<file path="src/rtl/lgge_ram.sv">
// generic simple dual port ram with registered read
module lgge_ram #(
	parameter int WIDTH = 1,
	parameter int DEPTH = 2048
) (
	input  logic                     clk,
	input  logic                     we,
	input  logic [$clog2(DEPTH)-1:0] waddr,
	input  logic [WIDTH-1:0]         wdata,
	input  logic                     re,
	input  logic [$clog2(DEPTH)-1:0] raddr,
	output logic [WIDTH-1:0]         rdata
);

	logic [WIDTH-1:0] mem [DEPTH];
	logic [WIDTH-1:0] rdata_q;

	// write port
	always_ff @(posedge clk) begin
		if (we) begin
			mem[waddr] <= wdata;
		end
	end

	// read port, data holds until the next read
	always_ff @(posedge clk) begin
		if (re) begin
			rdata_q <= mem[raddr];
		end
	end

	assign rdata = rdata_q;

endmodule

</file>
<file path="config.mk">
export PLATFORM = sky130hd
export DESIGN_NAME = lgge_ram
export DESIGN_NICKNAME = d
export VERILOG_FILES = /design/src/rtl/lgge_ram.sv
export SDC_FILE = /design/constraint.sdc
export NUM_CORES = 2
export LEC_CHECK = 0
export BUFFER_PORTS_ARGS = -buffer_cell sky130_fd_sc_hd__buf_4
export CORE_UTILIZATION = 35
export DETAILED_ROUTE_END_ITERATION = 6
export SYNTH_ARGS = -nofsm -noshare
export SYNTH_HDL_FRONTEND = slang
export SYNTH_SLANG_ARGS = --single-unit
export TNS_END_PERCENT = 100
</file>
<file path="constraint.sdc">
create_clock -name clk -period 6.6 [get_ports clk]
set_input_delay 0.33 -clock clk [delete_from_list [all_inputs] [get_ports clk]]
set_output_delay 0.33 -clock clk [all_outputs]
set_load 0.005 [all_outputs]
</file>
==> run summary <==
## STA
• 1.43 ns — slew of the pin with the lowest slew margin
• 0.0295 ns — Layout Skew
• 0 ns — Total Negative Setup Slacks
• 61.3% — Period Utilization, post-route
• 4.77% — headroom to the max-slew limit
• 0 — final hold viol count
• 0 — number of pins exceeding their max-slew limit in the final report
• 247 MHz — Max Freq
• 0 — count of endpoints failing setup in the final report
• false — RSZ-0062 raised after global routing
• 4.05 ns — shortest clock period the worst path allows after layout

## Setup path
• primary input — Worst Setup Start Kind
• flip-flop — kind of end point of the critical path
• buf_4 -> nand2_4 -> buf_4 -> buf_4 -> o221ai_1 -> a21oi_1 -> nor3_1 -> nor3_1 -> a311oi_1 -> o31ai_1 -> or3_1 -> nand4_1 — series of cell instances along the critical path
• 7.31 ns — Worst Path Required
• 43 — largest fanout on the critical path
• 4.75 ns — data arrival at the endpoint of the critical path
• sky130_fd_sc_hd__a311oi_1 — worst-path cell with the longest stage delay
• sky130_fd_sc_hd__buf_4 — CP most frequent cell
• 1.08 ns — highest cell delay on the worst timing path
• primary input to flip-flop — category of the most critical setup path

## GRT
• 16 — initial antenna violation count
• 0 — leftover overflow at the end of global routing
• 20.4% — combined global-route utilization of all metal layers
• 53000 — vias in the first global route
• 380000 um — global-route wire length before repair
• 262 — largest net degree at the start of global routing

## Final layout
• sky130_fd_sc_hd__nor2_1 — most frequent standard cell in the layout excluding fill and tap cells
• 2094 x sky130_fd_sc_hd__nor2_1, 2049 x sky130_fd_sc_hd__edfxtp_1, 345 x sky130_fd_sc_hd__mux4_2, 306 x sky130_fd_sc_hd__mux2i_1, 210 x sky130_fd_sc_hd__clkbuf_16 — top library cells by usage in the layout, fill and taps aside
• 23500 — Filler Cell Count
• 13.7% — fraction of final layout cells with drive strength greater than 1
• 6024 — Net count, final
• 25100 um2 — multi-input logic area
• 38.9% — final core occ
• 61500 um2 — combined flip-flop and latch cell area
• 98800 um2 — final standard cell area without fillers
• 10.6% — layout overhead on the synthesized area

## Yosys
• 89400 um2 — post-synth design cell area
• 2049 — EDFF count, synth
• 65 — post-synthesis cell type count
• multiplexers — main combinational cell family by area after synthesis
• 0 — number of warnings printed during yosys synthesis
• 0% — Post-Synth Adder-Cell Area
• 68.9% — sequential share of the synthesized area
• 10.8% — basic-gate share of the synthesized area counting and, or, nand and nor cells
• 2049 — number of synthesized register bits
• 0% — xor-xnor portion of the synthesized cell area
• 0% — share of synthesized flip-flops with an asynchronous set or reset
• 6269 — total nets after synthesis
• 3.21% — complex-gate fraction of the synthesized area
• 14.3 um2 — synthesized area per cell
• 13.5% — mux share of post-synthesis cell area
• 6243 — Post-Syn Instances
• sky130_fd_sc_hd__edfxtp_1 — most instantiated flip-flop cell in the synthesis netlist

## Power and ir drop
• 22.3% — Switching Share
• 42.2% — clock share of power
• 0.0271 W — sum of internal, switching and leakage power
• 0.000232 V — Worst VDD drop
• 52.8% — part of the power in registers
• 0.00605 W — switching pwr
• 275 nW/um2 — power density over the cells
• 0.0211 W — internal power of the cells
• 5.0% — power share of the combinational group
• 28.9 nW — LEAKAGE

## Clock network
• 0 — Post-CTS Resized
• 0.84 ns — source-to-sink clock delay at the later pin of the worst-skew pair
• 2049 — clock net sink count
• built — CTS tree
• 3 — Bufs on Longest Clock Path
• 0.06 ns — Clk pin slew, worst setup/hold paths
• 207 — number of buffers inserted during clock tree synthesis
• sky130_fd_sc_hd__clkbuf_16 — clock root buffer
• 4 — H-tree levels

## Die
• 27 — number of placed I/O pins
• 254000 um2 — placeable core region
• 185 — number of cell rows
• 35.2% — Starting Density
• 507 um — die extent in y
• 257000 um2 — DIE AREA
• 507 um — horizontal die dimension

## Route
• 54400 — via count
• 266000 um — detailed-route wire length
• 27.9 um — Routed WL per cell
• 6 — detailed-router iteration count before antenna repair
• 5.70 — drt via density
• 0 — number of nets with antenna violations after detailed routing
• 0 — DRC Markers
• 7690 — drt first-iter violations

## Place
• 92300 um2 — total placed instance area
• 0.826 — global placement routability congestion
• 144000 um — Detailed Place HPWL
• 26 — count of buffers inserted at the top-level ports

## Hold path
• primary input to flip-flop — worst hold path class

## Outcome
• finished clean — status

## Flow run
• 0 — reported max-cap violation count

[final timing paths]
path,from,endpoint,slack (ns),cells after the start
setup / recovery,raddr[2],rdata,2.55,12
setup reg to reg,mem[1558],rdata,3.37,9
hold reg to reg,mem[968],rdata,1.33,6
hold / removal,waddr[2],mem[1352],0.09,4
[per-stage QoR]
stage	cells	hold slack, ns	worst slack (ns)
after floorplan	6243	0.429	3.90
after global placement	9154	0.617	1.71
after detailed placement	9154	0.614	1.77
after CTS	9527	0.0394	2.65
after global routing	9529	0.0991	2.38
final	9534	0.0937	2.55
[power groups by stage]
| stage | combinational [W] | clock (W) | sequential, W |
|---|---|---|---|
| after global placement | 0.00134 | 0 | 0.0146 |
| after floorplan | 0.000782 | 0 | 0.0146 |
| after detailed placement | 0.00136 | 0 | 0.0146 |
| after CTS | 0.00136 | 0.0116 | 0.0143 |
| after global routing | 0.00143 | 0.0120 | 0.0143 |
| final | 0.00137 | 0.0115 | 0.0143 |
[layer usage]
metal  part of all wire, %  GRT usage (%)
met3                   9.1           3.71
met4                   3.7           6.99
met5                0.0094              0
met2                    47           33.0
met1                    40           27.5
[sequential cells by signal, indices dropped and copies added (netlist names)]
signal / count
mem: 2048
rdata: 1
[cell type report]
| type | instances | area share, % |
|---|---|---|
| Antenna cell | 7 | 0.0177 |
| Clock inverter | 116 | 1.09 |
| Sequential cell | 2049 | 62.3 |
| Multi-Input combinational cell | 3574 | 25.4 |
| Inverter | 6 | 0.0304 |
| Timing Repair Buffer | 160 | 1.47 |
| Tap cell | 3366 | 4.26 |
| Clock buffer | 256 | 5.49 |
[repair_timing]
| action | CTS | global route |
|---|---|---|
| endpoints found under the hold margin | 1 | 0 |
| hold buffers | 1 | 0 |
| endpoints found under the setup margin | 0 | 0 |
| buffers inserted | 0 | 0 |
[worst max-delay path, delay by kind of cell]
family,cells,cell delay [ns]
compound gates,4,1.69
buf+inv,3,1.22
simple gates,5,1.35
[kinds of logic (layout without fill, tap and decap cells)]
family,count (synthesis),in the layout
other,0,7
DFF,2049,2049
buffers and inverters,620,538
muxes,700,700
and+or+nand+nor,2468,2468
AOI/OAI and AO/OA,406,406
[cell usage after synthesis (all sizes together), types with 5 or more instances]
master / instances / share of area (%)
a2111oi: 19 / 0.20
a211oi: 6 / 0.050
a21oi: 78 / 0.44
a22oi: 23 / 0.19
a31oi: 8 / 0.056
and2: 6 / 0.042
and3: 5 / 0.035
and3b: 7 / 0.069
buf: 224 / 1.9
clkbuf: 390 / 1.7
edfxtp: 2049 / 69
inv: 5 / 0.021
mux2: 5 / 0.063
mux2i: 306 / 3.4
mux4: 389 / 10
nand2: 164 / 0.69
nand3: 65 / 0.36
nand4: 15 / 0.11
nor2: 2100 / 8.8
nor2b: 9 / 0.063
nor3: 58 / 0.32
nor3b: 10 / 0.090
nor4: 16 / 0.12
o21ai: 46 / 0.26
o221ai: 118 / 1.2
o22ai: 70 / 0.49
or3: 5 / 0.035
Power figures use the tool's default switching activity.
