File: config.mk
export PLATFORM = sky130hd
export DESIGN_NAME = lgge_sweep
export DESIGN_NICKNAME = d
export VERILOG_FILES = /design/src/rtl/lgge_pkg.sv /design/src/rtl/lgge_sweep.sv
export SDC_FILE = /design/constraint.sdc
export NUM_CORES = 1
export LEC_CHECK = 0
export BUFFER_PORTS_ARGS = -buffer_cell sky130_fd_sc_hd__buf_2
export CELL_PAD_IN_SITES_DETAIL_PLACEMENT = 1
export CELL_PAD_IN_SITES_GLOBAL_PLACEMENT = 2
export CORE_ASPECT_RATIO = 1.5
export CORE_MARGIN = 2
export CORE_UTILIZATION = 37
export CTS_CLUSTER_DIAMETER = 120
export DETAILED_ROUTE_END_ITERATION = 7
export PLACE_DENSITY_LB_ADDON = 0.1
export SYNTH_ARGS = -nofsm -noshare
export SYNTH_HDL_FRONTEND = slang
export SYNTH_SLANG_ARGS = --single-unit
File: constraint.sdc
create_clock -name clk -period 3 [get_ports clk]
set_input_delay 0.45 -clock clk [delete_from_list [all_inputs] [get_ports clk]]
set_output_delay 0.45 -clock clk [all_outputs]
set_load 0.01 [all_outputs]
File: src/rtl/lgge_pkg.sv
// shared constants, state type and cell rule for the life grid generation engine
package lgge_pkg;

	// port field widths
	localparam int OP_W  = 2;
	localparam int ROW_W = 5;
	localparam int COL_W = 6;

	// default grid size
	localparam int GRID_ROWS_DEF = 32;
	localparam int GRID_COLS_DEF = 64;

	// command codes
	localparam logic [OP_W-1:0] OP_WRITE   = 2'd0;
	localparam logic [OP_W-1:0] OP_ADVANCE = 2'd1;
	localparam logic [OP_W-1:0] OP_READ    = 2'd2;

	// neighbour counts of the rule
	localparam logic [3:0] SURVIVE_MIN = 4'd2;
	localparam logic [3:0] BIRTH_COUNT = 4'd3;

	// control states of the top level
	typedef enum logic [1:0] {
		ST_CLEAR,
		ST_IDLE,
		ST_ADV,
		ST_RESP
	} state_t;

	// next value of the center cell of a 3x3 window, columns given as {top, mid, bottom}
	function automatic logic life_next(logic [2:0] lft, logic [2:0] mid, logic [2:0] rgt);
		logic [3:0] n;
		n = 4'(lft[0]) + 4'(lft[1]) + 4'(lft[2]) + 4'(rgt[0]) + 4'(rgt[1]) + 4'(rgt[2])
			+ 4'(mid[0]) + 4'(mid[2]);
		return mid[1] ? (n == SURVIVE_MIN || n == BIRTH_COUNT) : (n == BIRTH_COUNT);
	endfunction

endpackage

File: src/rtl/lgge_sweep.sv
// raster sweep of one generation: source reads, two line buffers, 3x3 window, rule, write back
module lgge_sweep #(
	parameter int GRID_ROWS = lgge_pkg::GRID_ROWS_DEF,
	parameter int GRID_COLS = lgge_pkg::GRID_COLS_DEF
) (
	input  logic                                          clk,
	input  logic                                          arst_n,
	input  logic                                          start,
	output logic                                          done,
	output logic                                          rd_en,
	output logic [$clog2(GRID_ROWS)+$clog2(GRID_COLS)-1:0] rd_addr,
	input  logic                                          rd_data,
	output logic                                          wr_en,
	output logic [$clog2(GRID_ROWS)+$clog2(GRID_COLS)-1:0] wr_addr,
	output logic                                          wr_data
);

	localparam int RW  = $clog2(GRID_ROWS);
	localparam int CW  = $clog2(GRID_COLS);
	localparam int RCW = $clog2(GRID_ROWS + 1);
	localparam int CCW = $clog2(GRID_COLS + 1);
	localparam logic [RCW-1:0] ROW_END = RCW'(GRID_ROWS);
	localparam logic [CCW-1:0] COL_END = CCW'(GRID_COLS);

	// scan position, one extra zero row and one extra zero column at the ends
	logic           run_q;
	logic [RCW-1:0] r_q;
	logic [CCW-1:0] c_q;
	logic           scan_last;

	// stage 1: source data back from the ram
	logic           vld_s1;
	logic           real_s1;
	logic           last_s1;
	logic [RCW-1:0] r_s1;
	logic [CCW-1:0] c_s1;
	logic           x_s1;
	logic [2:0]     trip_s1;
	logic           col_in_s1;

	// line buffers and window
	logic [GRID_COLS-1:0] lb1_q;
	logic [GRID_COLS-1:0] lb2_q;
	logic [2:0]           w0_q;
	logic [2:0]           w1_q;
	logic [2:0]           w2_q;

	// stage 2: write back
	logic          wr_vld_s2;
	logic          last_s2;
	logic [RW-1:0] wr_row_s2;
	logic [CW-1:0] wr_col_s2;

	assign scan_last = (r_q == ROW_END) && (c_q == COL_END);
	assign rd_en     = run_q && (r_q < ROW_END) && (c_q < COL_END);
	assign rd_addr   = {RW'(r_q), CW'(c_q)};

	// scan counters
	always_ff @(posedge clk or negedge arst_n) begin
		if (!arst_n) begin
			run_q <= 1'b0;
			r_q   <= '0;
			c_q   <= '0;
		end else if (start) begin
			run_q <= 1'b1;
			r_q   <= '0;
			c_q   <= '0;
		end else if (run_q) begin
			if (c_q == COL_END) begin
				c_q <= '0;
				if (r_q == ROW_END) begin
					run_q <= 1'b0;
				end else begin
					r_q <= r_q + RCW'(1);
				end
			end else begin
				c_q <= c_q + CCW'(1);
			end
		end
	end

	// stage 1 control
	always_ff @(posedge clk or negedge arst_n) begin
		if (!arst_n) begin
			vld_s1  <= 1'b0;
			last_s1 <= 1'b0;
		end else begin
			vld_s1  <= run_q;
			last_s1 <= run_q && scan_last;
		end
	end

	// stage 1 position
	always_ff @(posedge clk) begin
		r_s1    <= r_q;
		c_s1    <= c_q;
		real_s1 <= rd_en;
	end

	// cells outside the grid read as dead
	assign x_s1      = real_s1 && rd_data;
	assign col_in_s1 = (c_s1 != COL_END);
	assign trip_s1   = col_in_s1 ? {lb2_q[GRID_COLS-1], lb1_q[GRID_COLS-1], x_s1} : 3'b000;

	// line buffers, cleared at the start of a sweep so rows above the grid are dead
	always_ff @(posedge clk) begin
		if (start) begin
			lb1_q <= '0;
			lb2_q <= '0;
		end else if (vld_s1 && col_in_s1) begin
			lb1_q <= {lb1_q[GRID_COLS-2:0], x_s1};
			lb2_q <= {lb2_q[GRID_COLS-2:0], lb1_q[GRID_COLS-1]};
		end
	end

	// window of three columns, left columns dead at the start of a row
	always_ff @(posedge clk) begin
		if (vld_s1) begin
			if (c_s1 == '0) begin
				w0_q <= 3'b000;
				w1_q <= 3'b000;
			end else begin
				w0_q <= w1_q;
				w1_q <= w2_q;
			end
			w2_q <= trip_s1;
		end
	end

	// stage 2 control
	always_ff @(posedge clk or negedge arst_n) begin
		if (!arst_n) begin
			wr_vld_s2 <= 1'b0;
			last_s2   <= 1'b0;
		end else begin
			wr_vld_s2 <= vld_s1 && (r_s1 != '0) && (c_s1 != '0);
			last_s2   <= last_s1;
		end
	end

	// window center sits one row and one column behind the source word
	always_ff @(posedge clk) begin
		wr_row_s2 <= RW'(r_s1 - RCW'(1));
		wr_col_s2 <= CW'(c_s1 - CCW'(1));
	end

	assign wr_en   = wr_vld_s2;
	assign wr_addr = {wr_row_s2, wr_col_s2};
	assign wr_data = lgge_pkg::life_next(w0_q, w1_q, w2_q);
	assign done    = last_s2;

endmodule

==> results.sh <==
export IMPL_status="complete, but fails checks"
export IMPL_violations="negative setup slack"
export IMPL_p_leak_nw=3.88
export IMPL_cts_sinks=180
export IMPL_drv_slew=0
export IMPL_layout_min_cycle_time_ps=3810
export IMPL_max_vdd_ir_drop_v=0.000404
export IMPL_core_area_um2=18500
export IMPL_grt_max_degree=81
export IMPL_cap_violations=0
export IMPL_fp_dieW_um=117
export IMPL_ys_seq_elements=180
export IMPL_p_per_area_nw_per_um2=635
export IMPL_routed_wl_mm=12.1
export IMPL_r2r_end="r_q[0]$_DFFE_PN0P_"
export IMPL_layout_common_cells="153 x dfxtp_1, 136 x nand2b_1, 130 x mux2i_1"
export IMPL_min_path_type="flip-flop to flip-flop"
export IMPL_cts_buffer_depth=2
export IMPL_hold_viol=0
export IMPL_io_pins=30
export IMPL_grt_pass1_vias=4452
export IMPL_whs_path_depth=0
export IMPL_slew_headroom_pct=51.8
export IMPL_synth_top_area_share_pct=43.6
export IMPL_hold_path_startpoint="last_s1$_DFF_PN0_"
export IMPL_die_h_um=173
export IMPL_grt_total_usage_pct=13.2
export IMPL_critPathCaptureType="output pin"
export IMPL_avgViaCountPerCell=4.70
export IMPL_ys_types=43
export IMPL_cp_data_arrival_time_ps=3360
export IMPL_startpoint_type="flip-flop"
export IMPL_dpl_cell_count=860
export IMPL_clock_fmax_mhz=262
export IMPL_cts_buffers=17
export IMPL_whs_ps=349
export IMPL_routedWlPerCell_um=13.5
export IMPL_grt_overflow=0
export IMPL_yosysWarnings=0
export IMPL_avgSynthCellArea_um2=11.4
export IMPL_post_synth_top_area_cell="dfxtp_1"
export IMPL_grt_pass1_wl_mm=21.1
export IMPL_drc=0
export IMPL_fin_cells=893
export IMPL_finalSetupViolations=1
export IMPL_fin_ws_ps=-814
export IMPL_regToRegSetupSlack_ps=890
export IMPL_antenna_found_initial=0
export IMPL_rows=61
export IMPL_area_growth_pct=14.9
export IMPL_rsz0062_at_grt="yes"
export IMPL_finalClockSkew_ps=8.48
export IMPL_first_iter_violations=118
export IMPL_reg2reg_depth=3
export IMPL_r2r_start="c_q[3]$_DFFE_PN0P_"
export IMPL_syn_inst=617
export IMPL_total_power_mw=5.12
export IMPL_ys_seq_area_share_pct=53.8
export IMPL_root_buffer="clkbuf_16"
export IMPL_drtPass1Iterations=4
export IMPL_worstPathMaxFanout=2
export IMPL_synth_area_leaders="dfxtp_1 44%, mux2i_1 19%, nand2b_1 12%"
export IMPL_path_class="flip-flop to output pin"
export IMPL_path_clk_slew_ps=70
export IMPL_layout_nets=645
export IMPL_cts_max_level=4
export IMPL_vias=4201
export IMPL_start_util_pct=37.9
export IMPL_holdPathEnd="done$_DFF_PN0_"
export IMPL_cp_required_ps=2550
export IMPL_port_buffers=29
export IMPL_syn_nets=634
export IMPL_final_common_cell="dfxtp_1"
export IMPL_dieArea_um2=20100
export IMPL_period_share_pct=127
export IMPL_tightest_slew_ps=717
export IMPL_worstSkewPairLatency_ps=420
export IMPL_place_hpwl_mm=7.88
export IMPL_n_antenna_cell=0
export IMPL_cts_tree="done"
export IMPL_drive_gt1_share_pct=12.0
export IMPL_synth_area_um2=7030
export IMPL_gp_congestion=0.673
export IMPL_ant_nets=0
how the worst max path moves through the flow:
stage                           from  endpoint  depth (start not counted)
2_1_floorplan  w1_q[0]$_SDFFCE_PN0P_   wr_data                          9
3_3_place_gp   w1_q[0]$_SDFFCE_PN0P_   wr_data                         10
3_5_place_dp   w1_q[0]$_SDFFCE_PN0P_   wr_data                         10
4_1_cts        w0_q[0]$_SDFFCE_PN0P_   wr_data                         10
5_1_grt        w0_q[0]$_SDFFCE_PN0P_   wr_data                         10
6_report       w0_q[0]$_SDFFCE_PN0P_   wr_data                         10
through the flow:
step	utilization, %	setup WS [ps]	cell area, um^2	TNS (ps)
floorplan	-	-191	7050	-191
global placement	39.8	-355	7380	-355
detailed placement	39.8	-427	7380	-427
CTS	43.5	-865	8060	-865
global route	43.5	-919	8070	-919
finish	43.5	-814	8070	-814
power breakdown:
group | switching (mW) | leakage, nW | total [mW] | internal, mW
combinational | 0.0901 | 1.97 | 0.167 | 0.0769
sequential | 0.0141 | 1.58 | 2.45 | 2.43
clock | 0.919 | 0.324 | 2.51 | 1.59
total | 1.02 | 3.88 | 5.12 | 4.10
cell families (layout without fill, tap and decap cells):
logic type | Yosys count | in the layout | share of synthesized area [%]
muxes | 133 | 133 | 19.0
xor gates and xnor gates | 9 | 9 | 1.12
buffers and inverters | 68 | 92 | 4.47
AOI/OAI and AO/OA | 22 | 22 | 2.08
adders and majority gates | 13 | 13 | 2.74
and+or+nand+nor | 192 | 192 | 16.7
DFF | 180 | 180 | 53.8
metal layers:
metal	track usage, %	vias up	share of wire, %
li1	-	2070	-
met1	14.6	2072	42
met5	0	-	0
met2	23.0	39	53
met3	3.79	20	2.4
met4	5.70	0	2.2
worst max-delay path, cell delays in order (launching register included):
cell and delay, ps:
edfxtp_1 340, inv_2 40, fa_1 550, fa_1 440, fa_1 500, inv_1 50
ha_2 180, fa_2 540, o21ai_2 70, a21oi_4 120, buf_6 110
what timing repair did:
action                                  4_1_cts  5_1_grt
resized for setup                             0        2
buffers inserted                              0        0
hold buffers                                  1        0
pin swaps                                     2        0
endpoints found under the setup margin        1        1
endpoints found under the hold margin        18        0
registers in the layout, summed over array words and instances, names as in the netlist:
register   flops
c_q            7
c_s1           7
done           1
last_s1        1
lb1_q         64
lb2_q         64
r_q            6
r_s1           6
real_s1        1
run_q          1
vld_s1         1
w0_q           3
w1_q           3
w2_q           3
wr_col_s2      6
wr_en          1
wr_row_s2      5
layout make-up:
class	instances	area [um^2]
clock buffer	19	443
clock inverter	13	229
fill	1991	10500
inverter	25	93.8
multi-input combinational	369	2970
sequential	180	3780
tap	252	315
timing repair buffer	35	239
cell usage after synthesis:
library cell and n:
dfxtp_1 153, nand2b_1 136, mux2i_1 130, inv_1 25, clkbuf_1 18, dfrtp_1 18, buf_2 14, buf_4 11
nor2_1 10, edfxtp_1 9, ha_1 9, nor3_1 7, a21oi_1 6, and2_1 6, nand3_1 6, xor2_1 6
nor2b_1 5, fa_1 4, nand2_1 4, mux2_2 3, o211ai_1 3, o21ai_0 3, xnor2_1 3, a211oi_1 2
and3_1 2, nand4_1 2, nor4_1 2, nor4bb_1 2, o2111ai_1 2, o31ai_1 2, or2_2 2, a31oi_1 1
and3b_1 1, and4_1 1, nand3b_1 1, nor3b_1 1, o22ai_1 1, o311a_1 1, o41ai_1 1, or3_1 1
or4_1 1, or4_4 1, or4bb_1 1
(Power assumes the default switching activity.)
